File: config.mk
export PLATFORM = sky130hd
export DESIGN_NAME = biou_front
export DESIGN_NICKNAME = d
export VERILOG_FILES = /design/src/rtl/biou_pkg.sv /design/src/rtl/biou_front.sv
export SDC_FILE = /design/constraint.sdc
export NUM_CORES = 2
export LEC_CHECK = 0
export ABC_AREA = 1
export BUFFER_PORTS_ARGS = -buffer_cell sky130_fd_sc_hd__buf_2
export CORE_MARGIN = 3
export CORE_UTILIZATION = 40
export CTS_BUF_LIST = sky130_fd_sc_hd__clkbuf_16
export CTS_CLUSTER_SIZE = 40
export DETAILED_ROUTE_END_ITERATION = 8
export GPL_ROUTABILITY_DRIVEN = 0
export GPL_TIMING_DRIVEN = 1
export PLACE_DENSITY_LB_ADDON = 0.15
export REMOVE_ABC_BUFFERS = 1
export SLEW_MARGIN = 20
export SYNTH_ARGS = -nofsm -noshare
export SYNTH_HDL_FRONTEND = slang
export SYNTH_SLANG_ARGS = --single-unit
export TNS_END_PERCENT = 100
File: constraint.sdc
create_clock -name clk -period 11.3 [get_ports clk]
set_clock_uncertainty 0.05 [all_clocks]
set_input_delay 2.26 -clock clk [delete_from_list [all_inputs] [get_ports clk]]
set_output_delay 2.26 -clock clk [all_outputs]
set_load 0.01 [all_outputs]
File: src/rtl/biou_pkg.sv
// Shared widths, types and the divider word for the box IoU block.
// No dependencies.
package biou_pkg;

    localparam int COORD_BITS    = 16;
    localparam int FRACTION_BITS = 16;
    localparam int AREA_BITS     = 2 * COORD_BITS;
    localparam int UNION_BITS    = AREA_BITS + 1;
    localparam int REM_BITS      = UNION_BITS + 1;
    localparam int RATIO_BITS    = FRACTION_BITS + 1;
    localparam int DIV_CELLS     = RATIO_BITS;

    typedef logic [COORD_BITS-1:0] coord_t;
    typedef logic [AREA_BITS-1:0]  area_t;
    typedef logic [UNION_BITS-1:0] union_t;
    typedef logic [REM_BITS-1:0]   rem_t;
    typedef logic [RATIO_BITS-1:0] ratio_t;

    typedef struct packed {
        area_t  overlap_area;
        rem_t   rem;
        union_t den;
        ratio_t quo;
    } div_word_t;

endpackage

File: src/rtl/biou_front.sv
// Front end: extents, three area products and the union, three elastic stages.
// Depends on biou_pkg.
module biou_front (
    input  logic                clk,
    input  logic                rst_n,
    input  logic                in_valid,
    output logic                in_ready,
    input  biou_pkg::coord_t    a_left,
    input  biou_pkg::coord_t    a_bottom,
    input  biou_pkg::coord_t    a_right,
    input  biou_pkg::coord_t    a_top,
    input  biou_pkg::coord_t    b_left,
    input  biou_pkg::coord_t    b_bottom,
    input  biou_pkg::coord_t    b_right,
    input  biou_pkg::coord_t    b_top,
    output logic                out_valid,
    input  logic                out_ready,
    output biou_pkg::div_word_t out_word
);
    import biou_pkg::*;

    logic   v1_reg, v2_reg, v3_reg;
    logic   rdy1, rdy2, rdy3;

    coord_t w_a_reg, h_a_reg, w_b_reg, h_b_reg, ix_reg, iy_reg;
    coord_t w_a_next, h_a_next, w_b_next, h_b_next, ix_next, iy_next;
    coord_t x_lo, x_hi, y_lo, y_hi;

    area_t  area_a_reg, area_b_reg, inter_reg;
    area_t  area_a_next, area_b_next, inter_next;

    area_t  ovl_reg;
    union_t uni_reg, uni_next;

    assign rdy3     = !v3_reg || out_ready;
    assign rdy2     = !v2_reg || rdy3;
    assign rdy1     = !v1_reg || rdy2;
    assign in_ready = rdy1;

    always_comb
    begin
        x_lo     = (a_left > b_left) ? a_left : b_left;
        x_hi     = (a_right < b_right) ? a_right : b_right;
        y_lo     = (a_bottom > b_bottom) ? a_bottom : b_bottom;
        y_hi     = (a_top < b_top) ? a_top : b_top;
        w_a_next = (a_right > a_left) ? a_right - a_left : '0;
        h_a_next = (a_top > a_bottom) ? a_top - a_bottom : '0;
        w_b_next = (b_right > b_left) ? b_right - b_left : '0;
        h_b_next = (b_top > b_bottom) ? b_top - b_bottom : '0;
        ix_next  = (x_hi > x_lo) ? x_hi - x_lo : '0;
        iy_next  = (y_hi > y_lo) ? y_hi - y_lo : '0;
    end

    assign area_a_next = AREA_BITS'(w_a_reg) * AREA_BITS'(h_a_reg);
    assign area_b_next = AREA_BITS'(w_b_reg) * AREA_BITS'(h_b_reg);
    assign inter_next  = AREA_BITS'(ix_reg) * AREA_BITS'(iy_reg);

    // intersection never exceeds either area, so no underflow
    assign uni_next = UNION_BITS'(area_a_reg) + UNION_BITS'(area_b_reg)
                    - UNION_BITS'(inter_reg);

    always_ff @(posedge clk or negedge rst_n)
    begin
        if (!rst_n)
        begin
            v1_reg <= 1'b0;
            v2_reg <= 1'b0;
            v3_reg <= 1'b0;
        end
        else
        begin
            if (rdy1)
                v1_reg <= in_valid;
            if (rdy2)
                v2_reg <= v1_reg;
            if (rdy3)
                v3_reg <= v2_reg;
        end
    end

    always_ff @(posedge clk)
    begin
        if (rdy1 && in_valid)
        begin
            w_a_reg <= w_a_next;
            h_a_reg <= h_a_next;
            w_b_reg <= w_b_next;
            h_b_reg <= h_b_next;
            ix_reg  <= ix_next;
            iy_reg  <= iy_next;
        end
        if (rdy2 && v1_reg)
        begin
            area_a_reg <= area_a_next;
            area_b_reg <= area_b_next;
            inter_reg  <= inter_next;
        end
        if (rdy3 && v2_reg)
        begin
            ovl_reg <= inter_reg;
            uni_reg <= uni_next;
        end
    end

    assign out_valid             = v3_reg;
    assign out_word.overlap_area = ovl_reg;
    assign out_word.rem          = REM_BITS'(ovl_reg);
    assign out_word.den          = uni_reg;
    assign out_word.quo          = '0;

endmodule

### Word level (Yosys, flattened, before mapping)

Cells that the tools add are included.

| operators by class | value |
|---|---|
| $add $sub $neg | 8 |
| $mul | 3 |
| order comparisons | 10 |
| mux-type cells | 4 |
| reductions and logical operators | 9 |

Operators with widths:

| cell | number |
|---|---|
| 16-bit > comparator | 8 |
| 16-bit by 16-bit multiplier with 32-bit output | 3 |
| 16-bit subtractor | 6 |
| 16-bit 2-to-1 mux | 4 |
| 32-bit by 32-bit adder with 33-bit output | 1 |
| 33-bit by 32-bit subtractor with 33-bit output | 1 |
| 16-bit < comparator | 2 |
| 1-bit logical AND | 3 |
| 1-bit logical NOT | 3 |
| 1-bit logical OR | 3 |

| storage, ports and cells | value |
|---|---|
| flip-flop bits (word level) | 260 |
| input port bits | 132 |
| output and inout port bits | 118 |
| word-level logic and storage cells | 48 |

### Longest topological paths before layout

| logic depth | value |
|---|---|
| depth in word-level cells | 5 |
| mapped depth | 27 |
| depth with buffers taken out | 25 |

### Worst setup path before layout

No wires, ideal clock.

| timing path | value |
|---|---|
| path type | input-to-reg |
| from | in out_ready |
| to | reg ovl_reg[0] (enable) |
| setup time | 0.509 ns |
| arrival time | 5.439 ns |
| data required time | 10.741 ns |
| path slack | 5.301 ns |
| stages on the path | 2 |
| path buffers | 0 |
| path through | inv_1 a21oi_1 |

| between the ends | value |
|---|---|
| longest elaborated chain between the ends | 2 |

RTL lines:

| item | RTL line | source |
|---|---|---|
| from (decl) | biou_front.sv:17 | `input logic out_ready,` |
| 1-bit logical OR | biou_front.sv:35 | `assign rdy3 = !v3_reg \|\| out_ready;` |
| 1-bit logical AND | biou_front.sv:98 | `if (rdy3 && v2_reg)` |
| to (signal assigned) | biou_front.sv:100 | `ovl_reg <= inter_reg;` |
| to (decl) | biou_front.sv:32 | `area_t ovl_reg;` |

Every way passes these cells.
A chain may end at the register's enable or synchronous reset.

### Final worst setup path

| timing path | value |
|---|---|
| from | reg iy_reg[2] |
| to | reg inter_reg[20], data pin |

| between the ends | value |
|---|---|
| longest elaborated chain between the ends | 1 |

RTL lines:

| item | RTL line | source |
|---|---|---|
| from (decl) | biou_front.sv:25 | `coord_t w_a_reg, h_a_reg, w_b_reg, h_b_reg, ix_reg, iy_reg;` |
| from (signal assigned) | biou_front.sv:90 | `iy_reg <= iy_next;` |
| 16-bit by 16-bit multiplier with 32-bit output | biou_front.sv:56 | `assign inter_next = AREA_BITS'(ix_reg) * AREA_BITS'(iy_reg);` |
| via inter_next[20] | biou_front.sv:30 | `area_t area_a_next, area_b_next, inter_next;` |
| to (signal assigned) | biou_front.sv:96 | `inter_reg <= inter_next;` |
| to (decl) | biou_front.sv:29 | `area_t area_a_reg, area_b_reg, inter_reg;` |

The timed path passes the listed nets, and every way through them passes these cells.

==> metrics.yaml <==
run_status: "finished, final reports clean"
cts-resized-gates: 0
ys_seq_elements: 260
timing.final.ws_setup_ps: 5200
first_global_vias: 41200
unrepaired_setup_endpoints_after_global_routing: "no"
cts_made_buffers: 31
ys_async_sr_fraction: 0.0115
endpoint_of_the_worst_register_to_register_path: "inter_reg[20]"
path_buf_inv: 4
hp-start: "v2_reg"
ant_nets: 0
worst-r2r-cell-count: 19
detailed_router_iteration_count_before_antenna_repair: 6
vias: 40300
port_buffers: 230
min_to: "out_valid"
cell_area_after_synthesis_um2: 49000
synth_edf_count: 257
final.fill_count: 12700
detailed_route_drc_error_count: 0
crit_path_frequent_cell: "fa_1"
final_layout_size_suffix_gt1_frac: 0.0512
critical_path.startpoint_type: "flop"
effective_utilization_at_floorplan: 0.406
grt_antenna_before_repair: 6
detailedPlace.worstSlack_ps: 4820
netlist.top_cell.by_area: "fa_1"
synth.yosys.seq_area_share: 0.159
report.final.slew_viol_count: 0
netlist_top_cells_area: "fa_1, nand2_1, edfxtp_1"
syn-instance-count: 6840
groute.layer.met3.usage: 0.0246
cap_violations: 0
max-clock-path-buffers: 3
grtUsageMet1: 0.310
synth_largest_type_area_fraction: 0.253
clock_sinks: 260
drt-initial-drc-count: 2738
wl_per_cell_um: 16.3
fin_setup_tns_ps: 0
worst-r2r-setup-slack_ps: 5200
cts-hold-fix-buffers: 0
criticalPathCategory: "reg -> reg"
post_synthesis_area_per_instance_um2: 7.17
cp_data_required_time_ps: 11610
clock_tree_from_tritoncts: "built"
multi_input_comb_area_um2: 32900
dieHeight_um: 356
cpLargestDelayFamily: "adder cells"
pin_count_of_the_biggest_net_entering_global_routing: 80
routed_wirelength_um: 139000
period_minus_slack_ps: 6100
grt_first_pass_wirelength_um: 224000
path_cells: "nand2_1, fa_1, fa_1, fa_1, fa_1, inv_1, fa_1, inv_1, fa_1, inv_1, ha_1, nand2_1, inv_1, a21oi_1, nand3_1, nand3_1, nand2_1, nand2_1, nand2_1"
cts_max_level: 1
post-cts-setup-buffers: 0
cts.clk_slew.worst_paths_ps: 60
post-route-period-util: 0.540
final-setup-viol-count: 0
die-width_um: 356
dp_hpwl_um: 117000
critPathMaxFanout: 16
cts-root-buf: "clkbuf_16"
reg_to_reg_startpoint: "iy_reg[2]"
maxSlewHeadroom: 0.289
synth.lib_cells_used.distinct: 38
slowest_stage: "edfxtp_1"
crit_arrival_ps: 6400
critical_path_endpoint_category: "flop"
timing_hold_violations_final: 0
overflow: 0
viasPerCell: 4.74
design.final.nets: 8123
largest_reg_flops: 33
area_growth_pct: 6.26
grt.met2_usage: 0.361
yosys_warnings: 0
die_area_um2: 127000
core-area_um2: 121000
ys_dominant_reg_cell: "edfxtp_1"
design.portCount: 250
timing.hold.worst.class: "reg -> reg"
globalRouteTotalUtil: 0.223
slowest_delay_ps: 960
timing.hold.worst_path_depth: 2
tightest_slew_ps: 1070
seq_area_um2: 7790
max_freq_ghz: 0.164
worstSkewPairLatency_ps: 620
globalRoute.busiestLayer: "met2"
placement_rows: 127
==> layout by cell type, fill, tap and decap left out, types with 3 or more instances in the layout <==
cell type   synthesis  layout
bufinv_16           0       3
a21o_1              3       3
clkinvlp_4          0       5
inv_6               0       3
buf_2               7     230
clkbuf_16           0      31
nor2_1            298     298
nor3_2              7       7
ha_1              503     503
nor3_1             43      43
dfrtp_1             3       3
a21oi_2             5       5
xnor2_1             9       9
nand4_1            47      47
a21oi_4             2       3
clkinv_1            0       4
conb_1              1      19
o21ai_0            27      27
nor2_2             15      15
clkinv_2            0       4
nand3b_1            3       3
o21bai_1           26      26
inv_2               5       5
buf_4              54       9
edfxtp_1          257     257
xor2_1            101     101
fa_1              620     620
and2_1              8       8
nand2_1          2164    2164
a21oi_1           202     201
nand3_2             7       7
inv_1            1913    1916
nand3_1           283     283
nand2_2            16      16
==> worst max-delay path by stage <==
stage          slack [ps]            end       from  cells after the start
2_1_floorplan        5300     ovl_reg[0]  out_ready                      2
3_3_place_gp         4880     iy_reg[10]  b_top[15]                     20
3_5_place_dp         4820     iy_reg[10]  b_top[11]                     22
4_1_cts              5210  inter_reg[20]  iy_reg[1]                     19
5_1_grt              4910  inter_reg[20]  iy_reg[1]                     19
6_report             5200  inter_reg[20]  iy_reg[2]                     19
==> area by class of cell <==
| cell class | count | area share |
|---|---|---|
| Multi-Input combinational cell | 4418 | 0.631 |
| Sequential cell | 260 | 0.150 |
| Inverter | 1918 | 0.138 |
| Tap cell | 1612 | 0.0387 |
| Timing Repair Buffer | 239 | 0.0234 |
| Clock buffer | 31 | 0.0149 |
| Clock inverter | 26 | 0.00432 |
| Antenna cell | 2 | 0.0000961 |
==> synthesized netlist by cell type, types with 2 or more instances <==
cell         n
nand4_1     47
edfxtp_1   257
nand3b_1     3
nand2_4      2
inv_2        5
clkbuf_1   194
nand2_1   2164
a21oi_2      5
a21oi_4      2
o21bai_1    26
o21a_1       2
a21oi_1    202
or2_2        2
ha_1       503
xnor2_1      9
inv_1     1913
nor3_2       7
buf_6        6
nor2_2      15
nor2_1     298
nor3_1      43
fa_1       620
nand2_2     16
buf_2        7
dfrtp_1      3
nand3_2      7
a21o_1       3
nand3_1    283
buf_4       54
and2_1       8
o21ai_0     27
xor2_1     101
==> metrics by stage <==
stage | utilization | instances | hold WS, ps | area [um^2]
after detailed placement | 0.423 | 8447 | 426 | 51100
final | 0.431 | 8506 | 435 | 52100
after global routing | 0.431 | 8505 | 502 | 52100
after floorplan | - | 6596 | 376 | 47800
after global placement | 0.423 | 8447 | 419 | 51100
after CTS | 0.431 | 8504 | 441 | 52100
==> routing by layer <==
| layer | part of all wire | wire length (um) |
|---|---|---|
| met2 | 0.44 | 61600 |
| met5 | 0.00033 | 46 |
| met4 | 0.040 | 5520 |
| met3 | 0.053 | 7390 |
| met1 | 0.46 | 64400 |
==> kinds of logic after synthesis <==
group,share of synthesized area
AO/OA/AOI/OAI,0.0299
XOR/XNOR,0.0197
adder cells (fa/ha/maj),0.382
buffers and inverters,0.172
flip-flops,0.159
other,0.0000765
AND/OR/NAND/NOR,0.237
==> tightest hold or removal path, stage by stage, from the launching register on <==
cell and delay (ps):
dfrtp_1 320, inv_1 70, nand2_1 70
Power is left out: the tool's default activity adds up to more than one toggle a clock period on the data nets, which glitch-free logic cannot reach.
